## src/hw/rtl/u8lc_pkg.sv

```systemverilog
// Shared types, constants and helper functions for the UTF-8 Latin-1 case mapper.
// Depends on nothing; every other file of the block but u8lc_if.sv imports it.
`default_nettype none

package u8lc_pkg;

  localparam int unsigned ByteW  = 8;
  localparam int unsigned CpW    = 21;
  localparam int unsigned QDepth = 4;
  localparam int unsigned QPtrW  = $clog2(QDepth);
  localparam int unsigned QCntW  = $clog2(QDepth + 1);

  localparam logic [CpW-1:0] ReplCp   = 21'h00FFFD;
  localparam logic [1:0]     ContTag  = 2'b10;
  localparam logic           ModeUpper = 1'b0;

  // One decoded work item: a run of replacement characters, then an optional code point.
  typedef struct packed {
    logic [1:0]     n_repl;
    logic           has_cp;
    logic [CpW-1:0] cp;
    logic           last;
  } q_entry_t;

  // Number of continuation bytes a lead byte calls for; zero for ASCII or a bad lead.
  function automatic logic [1:0] conts_needed(input logic [ByteW-1:0] lead);
    logic [1:0] n;
    priority if (lead[7:5] == 3'b110) begin
      n = 2'd1;
    end else if (lead[7:4] == 4'b1110) begin
      n = 2'd2;
    end else if (lead[7:3] == 5'b11110) begin
      n = 2'd3;
    end else begin
      n = 2'd0;
    end
    return n;
  endfunction

  function automatic logic [CpW-1:0] map_case(input logic [CpW-1:0] cp, input logic mode);
    logic [CpW-1:0] res;
    res = cp;
    if (mode == ModeUpper) begin
      if ((cp >= 21'h61 && cp <= 21'h7A) ||
          (cp >= 21'hE0 && cp <= 21'hFE && cp != 21'hF7)) begin
        res = cp - 21'h20;
      end else if (cp == 21'hFF) begin
        res = 21'h178;
      end
    end else begin
      if ((cp >= 21'h41 && cp <= 21'h5A) ||
          (cp >= 21'hC0 && cp <= 21'hDE && cp != 21'hD7)) begin
        res = cp + 21'h20;
      end else if (cp == 21'h178) begin
        res = 21'hFF;
      end
    end
    return res;
  endfunction

  // Encoded length of a code point, minus one.
  function automatic logic [1:0] enc_len_m1(input logic [CpW-1:0] cp);
    logic [1:0] n;
    priority if (cp < 21'h80) begin
      n = 2'd0;
    end else if (cp < 21'h800) begin
      n = 2'd1;
    end else if (cp < 21'h10000) begin
      n = 2'd2;
    end else begin
      n = 2'd3;
    end
    return n;
  endfunction

  function automatic logic [ByteW-1:0] enc_byte(input logic [CpW-1:0] cp,
                                                input logic [1:0] len_m1,
                                                input logic [1:0] idx);
    logic [ByteW-1:0] b;
    b = {ContTag, cp[5:0]};
    unique case (len_m1)
      2'd0: b = {1'b0, cp[6:0]};
      2'd1: begin
        if (idx == 2'd0) b = {3'b110, cp[10:6]};
      end
      2'd2: begin
        unique case (idx)
          2'd0:    b = {4'b1110, cp[15:12]};
          2'd1:    b = {ContTag, cp[11:6]};
          default: b = {ContTag, cp[5:0]};
        endcase
      end
      default: begin
        unique case (idx)
          2'd0:    b = {5'b11110, cp[20:18]};
          2'd1:    b = {ContTag, cp[17:12]};
          2'd2:    b = {ContTag, cp[11:6]};
          default: b = {ContTag, cp[5:0]};
        endcase
      end
    endcase
    return b;
  endfunction

endpackage

`default_nettype wire

```

## src/hw/rtl/u8lc_if.sv

```systemverilog
// Valid/ready stream interfaces for the input bytes and the mapped output bytes.
// Depends on nothing.
`default_nettype none

interface u8lc_in_if;
  logic       valid;
  logic       ready;
  logic [7:0] in_byte;
  logic       in_last;
  modport source(output valid, output in_byte, output in_last, input ready);
  modport sink(input valid, input in_byte, input in_last, output ready);
endinterface

interface u8lc_out_if;
  logic       valid;
  logic       ready;
  logic [7:0] out_byte;
  logic       run_end;
  logic       string_end;
  modport source(output valid, output out_byte, output run_end, output string_end,
                 input ready);
  modport sink(input valid, input out_byte, input run_end, input string_end,
               output ready);
endinterface

`default_nettype wire

```

## src/hw/rtl/u8lc_front.sv

```systemverilog
// Front end: accepts bytes, holds partial sequences, decodes and case-maps code points.
// Depends on u8lc_pkg and u8lc_if; pushes one work item per productive byte.
`default_nettype none

module u8lc_front
  import u8lc_pkg::*;
(
  input  wire logic     clk,
  input  wire logic     rst_n,
  u8lc_in_if.sink       in_ch,
  input  wire logic     cfg_wr_en,
  input  wire logic     cfg_wr_data,
  input  wire logic     q_full,
  output logic          q_push,
  output q_entry_t      q_data
);

  logic             case_mode_r;
  logic [1:0]       pend_cnt_r, pend_cnt_nxt;
  logic [ByteW-1:0] pend_r [3];

  logic             acc;
  logic [ByteW-1:0] b;
  logic             is_cont;
  logic [1:0]       need;
  logic [CpW-1:0]   dec_cp;
  logic [CpW-1:0]   raw_cp;
  logic [1:0]       n_repl;
  logic             has_cp;
  logic             store_lead;
  logic             store_cont;

  assign in_ch.ready = !q_full;
  assign acc         = in_ch.valid && !q_full;
  assign b           = in_ch.in_byte;
  assign is_cont     = (b[7:6] == ContTag);
  assign need        = conts_needed(pend_r[0]);

  always_comb begin
    unique case (need)
      2'd1:    dec_cp = {10'd0, pend_r[0][4:0], b[5:0]};
      2'd2:    dec_cp = {5'd0, pend_r[0][3:0], pend_r[1][5:0], b[5:0]};
      default: dec_cp = {pend_r[0][2:0], pend_r[1][5:0], pend_r[2][5:0], b[5:0]};
    endcase
  end

  always_comb begin
    pend_cnt_nxt = pend_cnt_r;
    n_repl       = 2'd0;
    has_cp       = 1'b0;
    raw_cp       = ReplCp;
    store_lead   = 1'b0;
    store_cont   = 1'b0;
    if (pend_cnt_r != 2'd0 && is_cont) begin
      if (pend_cnt_r >= need) begin
        has_cp       = 1'b1;
        raw_cp       = dec_cp;
        pend_cnt_nxt = 2'd0;
      end else begin
        store_cont = 1'b1;
        if (in_ch.in_last) begin
          // The held lead, the held continuations and this one each become a replacement.
          n_repl       = pend_cnt_r + 2'd1;
          pend_cnt_nxt = 2'd0;
        end else begin
          pend_cnt_nxt = pend_cnt_r + 2'd1;
        end
      end
    end else begin
      n_repl       = pend_cnt_r;
      pend_cnt_nxt = 2'd0;
      if (!b[7]) begin
        has_cp = 1'b1;
        raw_cp = {13'd0, b};
      end else if (conts_needed(b) == 2'd0 || in_ch.in_last) begin
        has_cp = 1'b1;
        raw_cp = ReplCp;
      end else begin
        store_lead   = 1'b1;
        pend_cnt_nxt = 2'd1;
      end
    end
  end

  assign q_push        = acc && (has_cp || n_repl != 2'd0);
  assign q_data.n_repl = n_repl;
  assign q_data.has_cp = has_cp;
  assign q_data.cp     = map_case(raw_cp, case_mode_r);
  assign q_data.last   = in_ch.in_last;

  always_ff @(posedge clk) begin
    if (!rst_n) begin
      case_mode_r <= ModeUpper;
      pend_cnt_r  <= 2'd0;
    end else begin
      if (cfg_wr_en) case_mode_r <= cfg_wr_data;
      if (acc) pend_cnt_r <= pend_cnt_nxt;
    end
  end

  always_ff @(posedge clk) begin
    if (acc && store_lead) pend_r[0] <= b;
    if (acc && store_cont) pend_r[pend_cnt_r] <= b;
  end

endmodule

`default_nettype wire

```

## src/hw/rtl/u8lc_fifo.sv

```systemverilog
// Short work queue between the decoding front end and the encoding back end.
// Depends on u8lc_pkg for the entry type and depth.
`default_nettype none

module u8lc_fifo
  import u8lc_pkg::*;
(
  input  wire logic     clk,
  input  wire logic     rst_n,
  input  wire logic     push,
  input  wire q_entry_t push_data,
  input  wire logic     pop,
  output logic          full,
  output logic          not_empty,
  output q_entry_t      head
);

  q_entry_t          mem_r [QDepth];
  logic [QPtrW-1:0]  wr_ptr_r;
  logic [QPtrW-1:0]  rd_ptr_r;
  logic [QCntW-1:0]  cnt_r;

  assign full      = (cnt_r == QCntW'(QDepth));
  assign not_empty = (cnt_r != '0);
  assign head      = mem_r[rd_ptr_r];

  always_ff @(posedge clk) begin
    if (!rst_n) begin
      wr_ptr_r <= '0;
      rd_ptr_r <= '0;
      cnt_r    <= '0;
    end else begin
      if (push) wr_ptr_r <= wr_ptr_r + 1'b1;
      if (pop)  rd_ptr_r <= rd_ptr_r + 1'b1;
      if (push && !pop) begin
        cnt_r <= cnt_r + 1'b1;
      end else if (pop && !push) begin
        cnt_r <= cnt_r - 1'b1;
      end
    end
  end

  always_ff @(posedge clk) begin
    if (push) mem_r[wr_ptr_r] <= push_data;
  end

endmodule

`default_nettype wire

```

## src/hw/rtl/u8lc_back.sv

```systemverilog
// Back end: expands each queued work item into UTF-8 bytes behind an output register.
// Depends on u8lc_pkg and u8lc_if.
`default_nettype none

module u8lc_back
  import u8lc_pkg::*;
(
  input  wire logic     clk,
  input  wire logic     rst_n,
  input  wire logic     q_not_empty,
  input  wire q_entry_t q_head,
  output logic          q_pop,
  u8lc_out_if.source    out_ch
);

  logic [1:0]       unit_r;
  logic [1:0]       byte_r;
  logic             out_valid_r;
  logic [ByteW-1:0] out_byte_r;
  logic             run_end_r;
  logic             string_end_r;

  logic             advance;
  logic [2:0]       units;
  logic [1:0]       units_m1;
  logic             cur_repl;
  logic [CpW-1:0]   cur_cp;
  logic [1:0]       len_m1;
  logic             last_byte;
  logic             last_unit;

  // Replacement characters come first, then the item's own code point.
  assign units     = {1'b0, q_head.n_repl} + {2'b00, q_head.has_cp} - 3'd1;
  assign units_m1  = units[1:0];
  assign cur_repl  = (unit_r < q_head.n_repl);
  assign cur_cp    = cur_repl ? ReplCp : q_head.cp;
  assign len_m1    = enc_len_m1(cur_cp);
  assign last_byte = (byte_r == len_m1);
  assign last_unit = (unit_r == units_m1);
  assign advance   = q_not_empty && (!out_valid_r || out_ch.ready);
  assign q_pop     = advance && last_byte && last_unit;

  always_ff @(posedge clk) begin
    if (!rst_n) begin
      unit_r      <= 2'd0;
      byte_r      <= 2'd0;
      out_valid_r <= 1'b0;
    end else begin
      if (advance) begin
        out_valid_r <= 1'b1;
        if (last_byte) begin
          byte_r <= 2'd0;
          unit_r <= last_unit ? 2'd0 : unit_r + 2'd1;
        end else begin
          byte_r <= byte_r + 2'd1;
        end
      end else if (out_ch.ready) begin
        out_valid_r <= 1'b0;
      end
    end
  end

  always_ff @(posedge clk) begin
    if (advance) begin
      out_byte_r   <= enc_byte(cur_cp, len_m1, byte_r);
      run_end_r    <= last_byte && last_unit;
      string_end_r <= last_byte && last_unit && q_head.last;
    end
  end

  assign out_ch.valid      = out_valid_r;
  assign out_ch.out_byte   = out_byte_r;
  assign out_ch.run_end    = run_end_r;
  assign out_ch.string_end = string_end_r;

endmodule

`default_nettype wire

```

## src/hw/rtl/utf8_latin1_case_mapper.sv

```systemverilog
// The first output byte of an input byte passes through the work queue and then the
// output register before it can transfer.
// Throughput: one input byte per cycle, and one output byte per cycle while the receiver
// is ready; input stalls only while the four-entry work queue is full, which happens when
// items expand to many bytes or the receiver holds off. Each input byte yields zero to
// twelve output bytes. Reset (synchronous, active low) drops any held partial sequence,
// empties the queue and the output register, and sets the mode to upper case.
`default_nettype none

module utf8_latin1_case_mapper
  import u8lc_pkg::*;
(
  input  wire logic  clk,
  input  wire logic  rst_n,
  u8lc_in_if.sink    in_ch,
  u8lc_out_if.source out_ch,
  input  wire logic  cfg_wr_en,
  input  wire logic  cfg_wr_data
);

  logic     q_push;
  logic     q_pop;
  logic     q_full;
  logic     q_not_empty;
  q_entry_t q_in;
  q_entry_t q_head;

  u8lc_front u_front (
    .clk         (clk),
    .rst_n       (rst_n),
    .in_ch       (in_ch),
    .cfg_wr_en   (cfg_wr_en),
    .cfg_wr_data (cfg_wr_data),
    .q_full      (q_full),
    .q_push      (q_push),
    .q_data      (q_in)
  );

  u8lc_fifo u_fifo (
    .clk       (clk),
    .rst_n     (rst_n),
    .push      (q_push),
    .push_data (q_in),
    .pop       (q_pop),
    .full      (q_full),
    .not_empty (q_not_empty),
    .head      (q_head)
  );

  u8lc_back u_back (
    .clk         (clk),
    .rst_n       (rst_n),
    .q_not_empty (q_not_empty),
    .q_head      (q_head),
    .q_pop       (q_pop),
    .out_ch      (out_ch)
  );

endmodule

`default_nettype wire

```

## src/flat_wrapper.sv

```systemverilog
// flat-port wrapper written by rule: the top's interface ports become plain ports
module utf8_latin1_case_mapper_flat import u8lc_pkg::*;
  (clk, rst_n, cfg_wr_en, cfg_wr_data, in_ch_valid, in_ch_in_byte, in_ch_in_last, in_ch_ready, out_ch_valid, out_ch_out_byte, out_ch_run_end, out_ch_string_end, out_ch_ready);
  u8lc_in_if in_ch_i ();
  u8lc_out_if out_ch_i ();
  input  wire logic clk;
  input  wire logic rst_n;
  input  wire logic cfg_wr_en;
  input  wire logic cfg_wr_data;
  input wire logic [$bits(in_ch_i.valid)-1:0] in_ch_valid;
  input wire logic [$bits(in_ch_i.in_byte)-1:0] in_ch_in_byte;
  input wire logic [$bits(in_ch_i.in_last)-1:0] in_ch_in_last;
  output wire logic [$bits(in_ch_i.ready)-1:0] in_ch_ready;
  output wire logic [$bits(out_ch_i.valid)-1:0] out_ch_valid;
  output wire logic [$bits(out_ch_i.out_byte)-1:0] out_ch_out_byte;
  output wire logic [$bits(out_ch_i.run_end)-1:0] out_ch_run_end;
  output wire logic [$bits(out_ch_i.string_end)-1:0] out_ch_string_end;
  input wire logic [$bits(out_ch_i.ready)-1:0] out_ch_ready;
  assign in_ch_i.valid = in_ch_valid;
  assign in_ch_i.in_byte = in_ch_in_byte;
  assign in_ch_i.in_last = in_ch_in_last;
  assign in_ch_ready = in_ch_i.ready;
  assign out_ch_valid = out_ch_i.valid;
  assign out_ch_out_byte = out_ch_i.out_byte;
  assign out_ch_run_end = out_ch_i.run_end;
  assign out_ch_string_end = out_ch_i.string_end;
  assign out_ch_i.ready = out_ch_ready;
  utf8_latin1_case_mapper u_core (.clk(clk), .rst_n(rst_n), .in_ch(in_ch_i), .out_ch(out_ch_i), .cfg_wr_en(cfg_wr_en), .cfg_wr_data(cfg_wr_data));
endmodule
```

## config.mk

```make
export PLATFORM = sky130hd
export DESIGN_NAME = utf8_latin1_case_mapper_flat
export DESIGN_NICKNAME = d
export VERILOG_FILES = /design/src/hw/rtl/u8lc_pkg.sv /design/src/hw/rtl/u8lc_if.sv /design/src/hw/rtl/u8lc_front.sv /design/src/hw/rtl/u8lc_fifo.sv /design/src/hw/rtl/u8lc_back.sv /design/src/hw/rtl/utf8_latin1_case_mapper.sv /design/src/flat_wrapper.sv
export SDC_FILE = /design/constraint.sdc
export NUM_CORES = 1
export LEC_CHECK = 0
export ABC_AREA = 1
export BUFFER_PORTS_ARGS = -buffer_cell sky130_fd_sc_hd__buf_2
export CAP_MARGIN = 20
export CORE_UTILIZATION = 62
export CTS_CLUSTER_SIZE = 40
export DETAILED_ROUTE_END_ITERATION = 10
export PLACE_DENSITY = 0.8
export SETUP_SLACK_MARGIN = 0.15
export SLEW_MARGIN = 20
export SYNTH_ARGS = -nofsm -noshare
export SYNTH_HDL_FRONTEND = slang
export SYNTH_SLANG_ARGS = --single-unit
```

## constraint.sdc

```tcl
create_clock -name clk -period 4.6 [get_ports clk]
set_input_delay 0.23 -clock clk [delete_from_list [all_inputs] [get_ports clk]]
set_output_delay 0.23 -clock clk [all_outputs]
set_load 0.05 [all_outputs]
```

### Word-level counts from Yosys, hierarchy flattened

Memory sizes are Yosys's and may differ from the RTL's. A register that Yosys moved wholly into a read port is not among the register bits.
Cells that the tools add are included.

* register bits: 25
* bits in writable memories: 124
* bits of input ports: 15
* output and inout port bits: 12
* logic and storage cells: 153
* memories kept: 2

* $add $sub $neg: 11
* $lt $le $gt $ge: 13
* equal/unequal tests: 20
* multiplexer cells: 59
* reductions and logical operators: 37

Memories
* u_core.u_fifo.mem_r: words 4, bits a word 25, rd ports 1, clocked after memory_dff 1, wr ports 1, line u8lc_fifo.sv:18 `q_entry_t mem_r [QDepth];`
* u_core.u_front.pend_r: words 3, bits a word 8, rd ports 3, clocked after memory_dff 0, wr ports 1, line u8lc_front.sv:20 `logic [ByteW-1:0] pend_r [3];`

Operators by type and width (count)
* two-way mux 21 bit: 8
* greater-or-equal comparator 21 x 7 -> 1 bit (second input constant): 2
* greater-or-equal comparator 21 x 8 -> 1 bit (second input constant): 2
* less-or-equal comparator 21 x 7 -> 1 bit (second input constant): 2
* less-or-equal comparator 21 x 8 -> 1 bit (second input constant): 2
* two-way mux 2 bit: 21
* != test 21 x 8 -> 1 bit (second input constant): 2
* case mux 21 bit (2 select lines): 1
* case mux 8 bit (3 select lines): 1
* adder 21 x 6 -> 21 bit (second input constant): 1
* equality test 21 x 8 -> 1 bit (second input constant): 1
* equality test 21 x 9 -> 1 bit (second input constant): 1
* less-than comparator 21 x 12 -> 1 bit (second input constant): 1
* less-than comparator 21 x 17 -> 1 bit (second input constant): 1
* less-than comparator 21 x 8 -> 1 bit (second input constant): 1
* two-way mux 1 bit: 21
* case mux 7 bit (3 select lines): 1
* subtractor 21 x 6 -> 21 bit (second input constant): 1
* logical AND 1 bit: 18
* two-way mux 16 bit: 1
* case mux 7 bit (2 select lines): 1
* adder 2 x 1 -> 2 bit (second input constant): 5
* equality test 5 bit (second input constant): 2
* equality test 3 bit (second input constant): 3
* other kinds (20): 40

### Logic depth before layout (Yosys ltp)

Gate-level depths: netlist of the first run.

* word-level depth: 17
* mapped depth: 25

### Cells and area by module

A second synthesis of the first run with hierarchy kept.

* cell total of the unflattened synthesis: 888
* area total of the unflattened synthesis: 8035.2 sq um

Modules (own cells, without submodules)
* u8lc_fifo: times used 1, cells each 301, area an instance 4259.1 sq um, seq. area each 3183.1 sq um
* u8lc_front: times used 1, cells each 384, area an instance 2347.3 sq um, seq. area each 660.6 sq um
* u8lc_back: times used 1, cells each 203, area an instance 1428.9 sq um, seq. area each 400.4 sq um

### Worst setup path after synthesis of the first run

OpenSTA, ideal clock, no wires.

* path kind: register -> register
* start: register with a tool-made name
* end: register u_core.u_fifo.cnt_r[2]
* arrival: 3.514 ns
* data required time: 4.478 ns
* slack: 0.964 ns
* stages on the path, launching flop included: 25
* clock period less this slack: 3.636 ns
* cell sequence: dfxtp_1 buf_2 inv_1 clkbuf_1 clkbuf_1 nand2_1 nand3_1 nand2_1 ha_1 nand2_1 nand2_1 buf_2 nand4_1 nand2_1 nand2_1 nand2_1 nand2_1 nand4_1 ha_1 inv_1 fa_1 a21oi_1 o21ai_0 o21ai_0 a21oi_1

RTL lines
* to (signal assigned): line u8lc_fifo.sv:36 `cnt_r <= cnt_r + 1'b1;`
* to (signal assigned): line u8lc_fifo.sv:38 `cnt_r <= cnt_r - 1'b1;`
* to (decl): line u8lc_fifo.sv:21 `logic [QCntW-1:0] cnt_r;`

==> metrics.md, run 1 <==
| Metric | Value |
|---|---|
| Crit-path max FO | `12` |
| CP dominant cell by count | `inv_1` |
| IO Port Bufs | `26` |
| Final count of pins violating max slew | `0` |
| Seq/Total Area, Yosys | `55.1%` |
| Clk pwr share | `35.6%` |
| Leakage | `0.00332 uW` |
| Hold buffer count at CTS | `0` |
| Filler cell count | `864` |
| GRT Util Overall | `31.1%` |
| Die Wd | `113 um` |
| Yosys warns | `0` |
| Ys flop type | `edfxtp_1` |
| Synth-to-layout area growth | `11.8%` |
| Crit-path slowest cell | `edfxtp_1` |
| Comb power frac | `20.7%` |
| Worst stage delay on the critical path | `0.42 ns` |
| First-pass GRT wire length | `29900 um` |
| Non-Filler Instances | `1063` |
| Fmax | `238 MHz` |
| GPL Wtd Cong | `1.02` |
| #FFs+latches synth | `147` |
| DRC Markers | `0` |
| Top delay family on crit path | `compound AO/OA/AOI/OAI gates` |
| Deepest clock path buffer count | `2` |
| Via count of the first global-routing pass | `5901` |
| Starting DRT DRC Count | `853` |
| Row Count | `40` |
| IR drop worst, VDD | `315 uV` |
| MaxCap Viol Count | `0` |
| Post-CTS Resized | `0` |
| Internal power | `2610 uW` |
| Die Y-Extent | `113 um` |
| CTS root buffer | `clkbuf_16` |
| DIE AREA | `0.0129 mm2` |
| Antenna fix cells | `0` |
| Dpl cells | `1031` |
| Clock Sinks | `147` |
| CTS tree | `built` |
| Post-CTS setup repair buffer count | `0` |
| Latest clock arrival within the worst-skew pair | `0.42 ns` |
| Sequential share of power | `43.8%` |
| Critical path class | `reg -> reg` |
| Mean Syn Cell Area | `9.07 um2` |
| Slew of the pin with the lowest slew margin | `0.934 ns` |
| Sw power | `1120 uW` |
| H-tree depth | `4` |
| Shortest period the worst path allows | `4.21 ns` |
| Initial antenna violation count | `0` |
| Switching Fraction | `30.0%` |
| Setup TNS | `0 ns` |
| Critical Path AT | `4.41 ns` |
| Area of the multi-input gates | `0.00303 mm2` |
| Core area | `0.0121 mm2` |
| Via count of the routed design | `6309` |
| Setup violators final | `0` |
| Final hold vios | `0` |
| Nets | `917` |
| Mapped Cells | `849` |
| Status | `complete, no violations` |
| Share of layout cells above drive strength 1 | `11.2%` |
| Storage element area | `0.00424 mm2` |
| Slew Limit Headroom | `37.3%` |
| CTS buffer count | `17` |
| CP Launch Type | `flop` |
| Post-synth EDFFs | `130` |
| Crit path cell chain | `a211oi_1 -> inv_1 -> ha_1 -> inv_1 -> nand2_1 -> o211ai_1 -> nor2_1 -> a21oi_1 -> buf_4 -> ha_1 -> inv_1 -> nor2_1 -> o21a_1 -> o211ai_1 -> nand2_4 -> nand3_4 -> o21ai_2` |
| Fraction of registers with async set or reset after synthesis | `0%` |
| Vias per Instance | `5.94` |
| Overall Power | `3720 uW` |
| HP Class | `in -> reg` |
| Yosys cell types | `47` |
| Post-route ant nets | `0` |
| Post-DP HPWL | `13500 um` |
| First-pass detailed-route iteration total | `5` |
| Syn_nets | `884` |
| CP Capture Type | `flop` |
| Crit share post-route | `91.5%` |
| WHS | `0.0410 ns` |
| Largest net degree at the start of global routing | `47` |
| Crit path required time | `4.80 ns` |
| Worst path bufs/invs | `4` |
| Clock skew | `0.0115 ns` |
| Starting Density | `63.8%` |
| Power Density | `432 mW/mm2` |
| Gr ovfl total | `0` |
| Routed WL per cell | `17.7 um` |
| RSZ-0062 raised after global routing | `false` |
| Mapped Area | `0.00770 mm2` |
| I/O pins | `27` |
| DRT Wirelength | `18800 um` |
| Worst-path clk slew | `0.06 ns` |
==> cells in the final DEF, fill, tap and decap left out, types with 6 or more instances in the layout <==
cell / netlist / layout
inv_1: 82 / 82
buf_4: 0 / 13
buf_2: 7 / 26
o21ai_0: 69 / 69
a21oi_1: 36 / 36
nor2_1: 112 / 108
xor2_1: 7 / 7
nor3_1: 11 / 11
nor2_2: 3 / 7
edfxtp_1: 130 / 130
nand2_1: 178 / 178
o221ai_1: 6 / 6
nand4_1: 12 / 12
o211ai_1: 7 / 7
nand3_1: 75 / 75
clkbuf_16: 0 / 17
ha_1: 19 / 19
dfxtp_1: 17 / 17
==> area by class of cell <==
cell class                 count  share of cell area [%]
clock buffer                  22                    5.39
clock inverter                10                    1.25
inverter                      87                    3.79
multi-input combinational    590                    35.2
sequential                   147                    49.3
tap                          168                    2.44
timing repair buffer          39                    2.64
==> layer usage <==
metal | track usage (%) | part of all wire [%] | up-vias
met2 | 53.9 | 51 | 264
met5 | 0 | 0 | -
li1 | - | - | 2992
met1 | 38.3 | 41 | 3010
met4 | 12.6 | 2.8 | 0
met3 | 6.16 | 5.9 | 43
==> stage by stage <==
stage	cell area (um2)	setup WS, ns	util (%)
global route	8610	0.164	71.4
finish	8610	0.393	71.4
floorplan	7700	0.964	-
global placement	8040	0.663	66.6
CTS	8610	0.409	71.4
detailed placement	8040	0.486	66.6
==> final timing paths <==
path | startpoint | endpoint | slack, ns | cells past startpoint
max | u_core.u_front.pend_r[0][3] | u_core.u_fifo.mem_r[2][18] | 0.39 | 17
max reg2reg | u_core.u_front.pend_r[0][3] | u_core.u_fifo.mem_r[2][18] | 0.39 | 17
min | in_ch_in_byte[2] | u_core.u_front.pend_r[1][2] | 0.04 | 1
min reg2reg | u_core.u_fifo.cnt_r[2] | u_core.u_fifo.cnt_r[2] | 0.53 | 2
==> cells by family (layout without fill, tap and decap cells) <==
| logic type | count (synthesis) | in the layout | synth area share [%] |
|---|---|---|---|
| buffers and inverters | 112 | 158 | 5.67 |
| multiplexers | 1 | 1 | 0.146 |
| XOR/XNOR | 7 | 7 | 0.796 |
| adder cells (fa/ha/maj) | 20 | 20 | 3.35 |
| AND/OR/NAND/NOR | 410 | 410 | 23.4 |
| AO/OA/AOI/OAI | 152 | 152 | 11.6 |
| flip-flops | 147 | 147 | 55.1 |
==> registers in the layout (all words and copies together) (netlist names), named ones only <==
signal                           cells
u_core.u_back.out_ch.out_byte        8
u_core.u_fifo.wr_ptr_r               2
u_core.u_back.unit_r                 2
u_core.u_fifo.rd_ptr_r               2
u_core.u_back.out_ch.run_end         1
u_core.u_back.out_ch.string_end      1
u_core.u_front.pend_r               20
u_core.u_back.out_ch.valid           1
u_core.u_front.pend_cnt_r            2
u_core.u_fifo.cnt_r                  3
u_core.u_back.byte_r                 2
u_core.u_front.case_mode_r           1
u_core.u_fifo.mem_r                100
==> cell usage after synthesis, types with 2 or more instances <==
master,n,share of area [%]
dfxtp_1,17,4.4
nand2_4,5,0.73
nand2_1,178,8.7
buf_1,2,0.098
o21ai_0,69,4.5
o211ai_1,7,0.68
inv_1,82,4.0
o21a_1,2,0.19
nor2_2,3,0.24
nand3b_1,2,0.19
o21bai_2,2,0.29
buf_2,7,0.45
o22ai_1,5,0.41
xor2_1,7,0.80
a211oi_1,2,0.19
o21bai_1,3,0.29
o21ai_2,4,0.45
nor2_4,3,0.44
a21oi_1,36,2.3
inv_2,4,0.19
nand4_1,12,0.97
clkbuf_1,15,0.73
o41ai_1,2,0.23
o2111ai_1,2,0.23
nor2_1,112,5.5
a31oi_1,3,0.24
o221ai_1,6,0.68
nand2_2,4,0.32
edfxtp_1,130,51
o21ai_1,4,0.26
nor3_1,11,0.71
nand3_1,75,4.9
ha_1,19,3.1
==> power by group through the flow <==
stage                     logic, uW  clock network [uW]  registers, uW
final                           770                1320           1630
after global routing            831                1390           1640
after CTS                       754                1330           1630
after detailed placement        750                   0           1650
after global placement          744                   0           1650
after floorplan                 420                   0           1770
No activity file was read; power rests on OpenSTA's default activity.
==> inputs of run 2 (changes only) <==
Settings changed: CORE_UTILIZATION 62 to 25, PLACE_DENSITY 0.8 to not set.
==> metrics.md, run 2 (same netlist as run 1, synthesis figures left out) <==
| Metric | Value |
|---|---|
| Status | `complete, no violations (unchanged)` |
| CTS tree | `built (unchanged)` |
| IR drop worst, VDD | `222 uV (was 315 uV)` |
| I/O pins | `27 (unchanged)` |
| Final hold vios | `0 (unchanged)` |
| R2r setup slk | `0.47 ns (was 0.39 ns)` |
| Deepest clock path buffer count | `2 (unchanged)` |
| Commonest non-fill, non-tap cells in the layout | `nand2_1, edfxtp_1, nor2_1, inv_1, nand3_1 (unchanged)` |
| Commonest non-fill, non-tap cell in the layout | `nand2_1 (unchanged)` |
| IO Port Bufs | `26 (unchanged)` |
| Synth-to-layout area growth | `15.3% (was 11.8%)` |
| Vias per Instance | `4.64 (was 5.94)` |
| Setup TNS | `0 ns (unchanged)` |
| DIE AREA | `0.0315 mm2 (was 0.0129 mm2)` |
| WHS | `0.0472 ns (was 0.0410 ns)` |
| Via count of the routed design | `5956 (was 6309)` |
| Non-Filler Instances | `1285 (was 1063)` |
| HP Class | `in -> reg (unchanged)` |
| Initial antenna violation count | `0 (unchanged)` |
| Post-DP HPWL | `13300 um (was 13500 um)` |
| Worst slack at placement | `0.408 ns (was 0.486 ns)` |
| Slew Limit Headroom | `31.9% (was 37.3%)` |
| Nets | `918 (was 917)` |
| Latest clock arrival within the worst-skew pair | `0.42 ns (about the same)` |
| GRT Util Overall | `12.2% (was 31.1%)` |
| Largest net degree at the start of global routing | `35 (was 47)` |
| Routed WL per cell | `14.5 um (was 17.7 um)` |
| Clock skew | `0.00949 ns (was 0.0115 ns)` |
| Power Density | `412 mW/mm2 (was 432 mW/mm2)` |
| CTS buffer count | `17 (unchanged)` |
| Starting Density | `25.7% (was 63.8%)` |
| Starting DRT DRC Count | `553 (was 853)` |
| Setup violators final | `0 (unchanged)` |
| Max reg flops | `100 (unchanged)` |
| Row Count | `63 (was 40)` |
| Antenna fix cells | `0 (unchanged)` |
| Die Wd | `178 um (was 113 um)` |
| MaxCap Viol Count | `0 (unchanged)` |
| CP Launch Type | `flop (unchanged)` |
| Leakage | `0.00330 uW (was 0.00332 uW)` |
| CTS root buffer | `clkbuf_16 (unchanged)` |
| Crit path required time | `4.81 ns (was 4.80 ns)` |
| Via count of the first global-routing pass | `5553 (was 5901)` |
| Shortest period the worst path allows | `4.13 ns (was 4.21 ns)` |
| Final count of pins violating max slew | `0 (unchanged)` |
| DRC Markers | `0 (unchanged)` |
| Crit-path max FO | `12 (unchanged)` |
| Worst-path clk slew | `0.06 ns (about the same)` |
| Dpl cells | `1254 (was 1031)` |
| Setup slack after layout | `0.470 ns (was 0.393 ns)` |
| RSZ-0062 raised after global routing | `false (unchanged)` |
| CP Capture Type | `flop (unchanged)` |
| First-pass GRT wire length | `29600 um (was 29900 um)` |
| Crit share post-route | `89.8% (was 91.5%)` |
| Slew of the pin with the lowest slew margin | `0.995 ns (was 0.934 ns)` |
| GPL Wtd Cong | `0.931 (was 1.02)` |
| Post-route ant nets | `0 (unchanged)` |
| First-pass detailed-route iteration total | `6 (was 5)` |
| H-tree depth | `4 (unchanged)` |
| DRT Wirelength | `18600 um (was 18800 um)` |
| Gr ovfl total | `0 (unchanged)` |
| Die Y-Extent | `178 um (was 113 um)` |
| Largest Register | `u_core.u_fifo.mem_r (unchanged)` |
| Share of layout cells above drive strength 1 | `12.0% (was 11.2%)` |
| Core area | `0.0300 mm2 (was 0.0121 mm2)` |
| Critical Path AT | `4.34 ns (was 4.41 ns)` |
| Clock Sinks | `147 (unchanged)` |
| Fmax | `242 MHz (was 238 MHz)` |
| Critical path class | `reg -> reg (unchanged)` |
==> run 2: path summary, 6_finish.rpt <==
kind | from | depth (start not counted) | end
max | u_core.u_front.pend_r[0][3] | 17 | u_core.u_fifo.mem_r[1][10]
min | in_ch_in_byte[2] | 1 | u_core.u_front.pend_r[2][2]
max reg2reg | u_core.u_front.pend_r[0][3] | 17 | u_core.u_fifo.mem_r[1][10]
min reg2reg | u_core.u_fifo.cnt_r[2] | 2 | u_core.u_fifo.cnt_r[2]
==> run 2: power breakdown <==
part,total [uW],internal (uW),switching (uW)
logic,754,201,554
registers,1620,1580,35.3
clock network,1280,738,543
total,3650,2520,1130
==> run 2: timing repair <==
item                       in CTS  in global routing
setup endpoints to repair       0                 64
buffers inserted                0                  0
gates resized for setup         0                  4
hold buffers                    0                  0
==> run 2: critical path, cell delays in order (launching register included) <==
cell and delay, ns:
edfxtp_1 0.44, a211oi_2 0.29, inv_1 0.12, ha_1 0.44, inv_2 0.21, nand2_1 0.17
o211ai_1 0.29, nor2_1 0.08, a21oi_1 0.23, buf_4 0.21, ha_1 0.19, inv_1 0.09
nor2_1 0.17, o21a_1 0.15, o211ai_1 0.23, nand2_4 0.20, nand3_4 0.13, o21ai_2 0.28
==> run 2: metal layers <==
layer / wire (um) / up-vias / track usage (%)
li1: - / 2990 / -
met1: 9200 / 2798 / 16.9
met2: 8410 / 149 / 18.9
met3: 784 / 19 / 2.51
met4: 237 / 0 / 3.63
met5: 0 / - / 0
==> run 2: stage by stage <==
stage,cell area (um2),util [%],total power (uW)
2_1_floorplan,7700,-,2190
3_3_place_gp,8320,27.8,2410
3_5_place_dp,8320,27.8,2400
4_1_cts,8870,29.6,3680
5_1_grt,8880,29.6,3830
6_report,8880,29.6,3650
==> run 2: layout make-up <==
type / count / area, um2
flip-flops and latches: 147 / 4240
clock inverters: 13 / 114
inverters: 87 / 327
multi-input cells: 590 / 3040
repair buffers: 40 / 235
clock buffers: 18 / 429
well taps: 390 / 488
fillers: 3095 / 21100
==> inputs of run 3 (changes only) <==
Settings changed: PLACE_DENSITY set to 0.45.
==> metrics.md, run 3 (same netlist as run 1, synthesis figures left out) <==
| Metric | Value |
|---|---|
| RSZ-0062 raised after global routing | `false (unchanged)` |
| Crit path required time | `4.79 ns (was 4.81 ns)` |
| DRT Wirelength | `19900 um (was 18600 um)` |
| Area of the multi-input gates | `0.00304 mm2 (about the same)` |
| MaxCap Viol Count | `0 (unchanged)` |
| Via count of the first global-routing pass | `5882 (was 5553)` |
| Clk pwr share | `37.1% (was 35.1%)` |
| Switching Fraction | `31.2% (was 31.0%)` |
| CP Capture Type | `flop (unchanged)` |
| Commonest non-fill, non-tap cells in the layout | `nand2_1, edfxtp_1, nor2_1, inv_1, nand3_1 (unchanged)` |
| IR drop worst, VDD | `242 uV (was 222 uV)` |
| Storage element area | `0.00424 mm2 (unchanged)` |
| Status | `complete, no violations (unchanged)` |
| Shortest period the worst path allows | `3.98 ns (was 4.13 ns)` |
| Row Count | `63 (unchanged)` |
| Vias per Instance | `4.62 (was 4.64)` |
| Max reg flops | `100 (unchanged)` |
| Latest clock arrival within the worst-skew pair | `0.42 ns (about the same)` |
| Fmax | `251 MHz (was 242 MHz)` |
| Power Density | `422 mW/mm2 (was 412 mW/mm2)` |
| Slew of the pin with the lowest slew margin | `0.943 ns (was 0.995 ns)` |
| Starting DRT DRC Count | `507 (was 553)` |
| Final count of pins violating max slew | `0 (unchanged)` |
| Clock skew | `0.0144 ns (was 0.00949 ns)` |
| CTS buffer count | `17 (unchanged)` |
| Antenna fix cells | `0 (unchanged)` |
| Gr ovfl total | `0 (unchanged)` |
| Deepest clock path buffer count | `2 (unchanged)` |
| Routed WL per cell | `15.5 um (was 14.5 um)` |
| Finished Core Util | `29.9% (was 29.6%)` |
| First-pass detailed-route iteration total | `6 (unchanged)` |
| Die Wd | `178 um (unchanged)` |
| Critical path class | `reg -> reg (unchanged)` |
| Share of layout cells above drive strength 1 | `12.3% (was 12.0%)` |
| Largest Register | `u_core.u_fifo.mem_r (unchanged)` |
| Final hold vios | `0 (unchanged)` |
| Leakage | `0.00335 uW (was 0.00330 uW)` |
| Nets | `921 (was 918)` |
| Internal power | `2600 uW (was 2520 uW)` |
| DIE AREA | `0.0315 mm2 (unchanged)` |
| Die Y-Extent | `178 um (unchanged)` |
| Post-CTS setup repair buffer count | `0 (unchanged)` |
| Sw power | `1180 uW (was 1130 uW)` |
| CTS root buffer | `clkbuf_16 (unchanged)` |
| Post-DP HPWL | `14300 um (was 13300 um)` |
| First-pass GRT wire length | `32400 um (was 29600 um)` |
| Sequential share of power | `42.8% (was 44.3%)` |
| Largest net degree at the start of global routing | `33 (was 35)` |
| Critical Path AT | `4.17 ns (was 4.34 ns)` |
| Dpl cells | `1257 (was 1254)` |
| Filler cell count | `3158 (was 3095)` |
| Slew Limit Headroom | `35.5% (was 31.9%)` |
| CTS tree | `built (unchanged)` |
| HP Class | `in -> reg (unchanged)` |
| Non-Filler Instances | `1289 (was 1285)` |
| WHS | `0.0435 ns (was 0.0472 ns)` |
| Commonest non-fill, non-tap cell in the layout | `nand2_1 (unchanged)` |
| Crit share post-route | `86.5% (was 89.8%)` |
| Worst slack at placement | `0.477 ns (was 0.408 ns)` |
| Worst-path clk slew | `0.07 ns (was 0.06 ns)` |
| Core area | `0.0300 mm2 (unchanged)` |
| GPL Wtd Cong | `0.894 (was 0.931)` |
| Comb power frac | `20.1% (was 20.6%)` |
| Post-route ant nets | `0 (unchanged)` |
| CP Launch Type | `flop (unchanged)` |
| GRT Util Overall | `13.4% (was 12.2%)` |
| Setup slack after layout | `0.623 ns (was 0.470 ns)` |
| H-tree depth | `4 (unchanged)` |
| IO Port Bufs | `26 (unchanged)` |
| Via count of the routed design | `5954 (was 5956)` |
| Initial antenna violation count | `0 (unchanged)` |
| DRC Markers | `0 (unchanged)` |
| Starting Density | `25.7% (unchanged)` |
| Clock Sinks | `147 (unchanged)` |
| Synth-to-layout area growth | `16.2% (was 15.3%)` |
| I/O pins | `27 (unchanged)` |
| Setup violators final | `0 (unchanged)` |
| Setup TNS | `0 ns (unchanged)` |
| Crit-path max FO | `12 (unchanged)` |
==> run 3: changes by cell type in the layout (fill, tap and decap cells not counted), moves of 2 or more <==
cell,change
buf_4,+3
clkinv_2,-2
inv_6,+6
clkinvlp_4,-2
==> run 3: what timing repair did <==
item                                    in CTS  in global routing
hold buffers                                 0                  0
endpoints found under the setup margin       0                 64
resized for setup                            0                  1
==> run 3: metrics by stage <==
step | area, um2 | total power, uW
6_report | 8950 | 3780
5_1_grt | 8950 | 3970
4_1_cts | 8950 | 3820
3_5_place_dp | 8350 | 2410
3_3_place_gp | 8350 | 2410
2_1_floorplan | 7700 | 2190
==> run 3: final cells by class <==
class,instances,area share (%)
well taps,390,5.45
clock buffers,17,4.75
clock inverters,15,1.90
multi-input cells,590,34.0
flip-flops and latches,147,47.4
inverters,87,3.65
repair buffers,43,2.88
==> run 3: power groups by stage <==
stage | clock (uW) | sequential, uW | combinational [uW]
2_1_floorplan | 0 | 1770 | 420
3_3_place_gp | 0 | 1650 | 765
3_5_place_dp | 0 | 1650 | 760
4_1_cts | 1430 | 1620 | 763
5_1_grt | 1490 | 1630 | 848
6_report | 1400 | 1620 | 759
==> run 3: metal layers <==
layer  vias to the layer above  GRT usage, %  part of all wire, %
met4                         0          4.13                  1.2
met1                      2788          18.4                   49
met2                       143          21.4                   46
met5                         -             0                    0
met3                        21          2.29                  3.5
li1                       3002             -                    -
==> run 3: final timing paths <==
path | from | endpoint | slack [ns] | depth (start not counted)
worst max-delay path | u_core.u_front.pend_r[0][3] | u_core.u_fifo.mem_r[1][11] | 0.62 | 16
worst min-delay path | in_ch_in_byte[2] | u_core.u_front.pend_r[1][2] | 0.04 | 1
worst min register to register | u_core.u_fifo.cnt_r[2] | u_core.u_fifo.cnt_r[2] | 0.51 | 2
worst max register to register | u_core.u_front.pend_r[0][3] | u_core.u_fifo.mem_r[1][11] | 0.62 | 16
==> run 3: critical path, stage by stage, from the launching register on <==
cell      delay [ns]
edfxtp_1        0.41
a211oi_1        0.33
inv_1           0.11
ha_1            0.42
inv_1           0.28
nand2_1         0.17
o211ai_1        0.23
nor2_1          0.08
a21oi_2         0.30
ha_1            0.25
inv_1           0.09
nor2_1          0.15
o21a_1          0.14
o211ai_1        0.18
nand2_4         0.17
nand2_4         0.09
o21bai_1        0.33
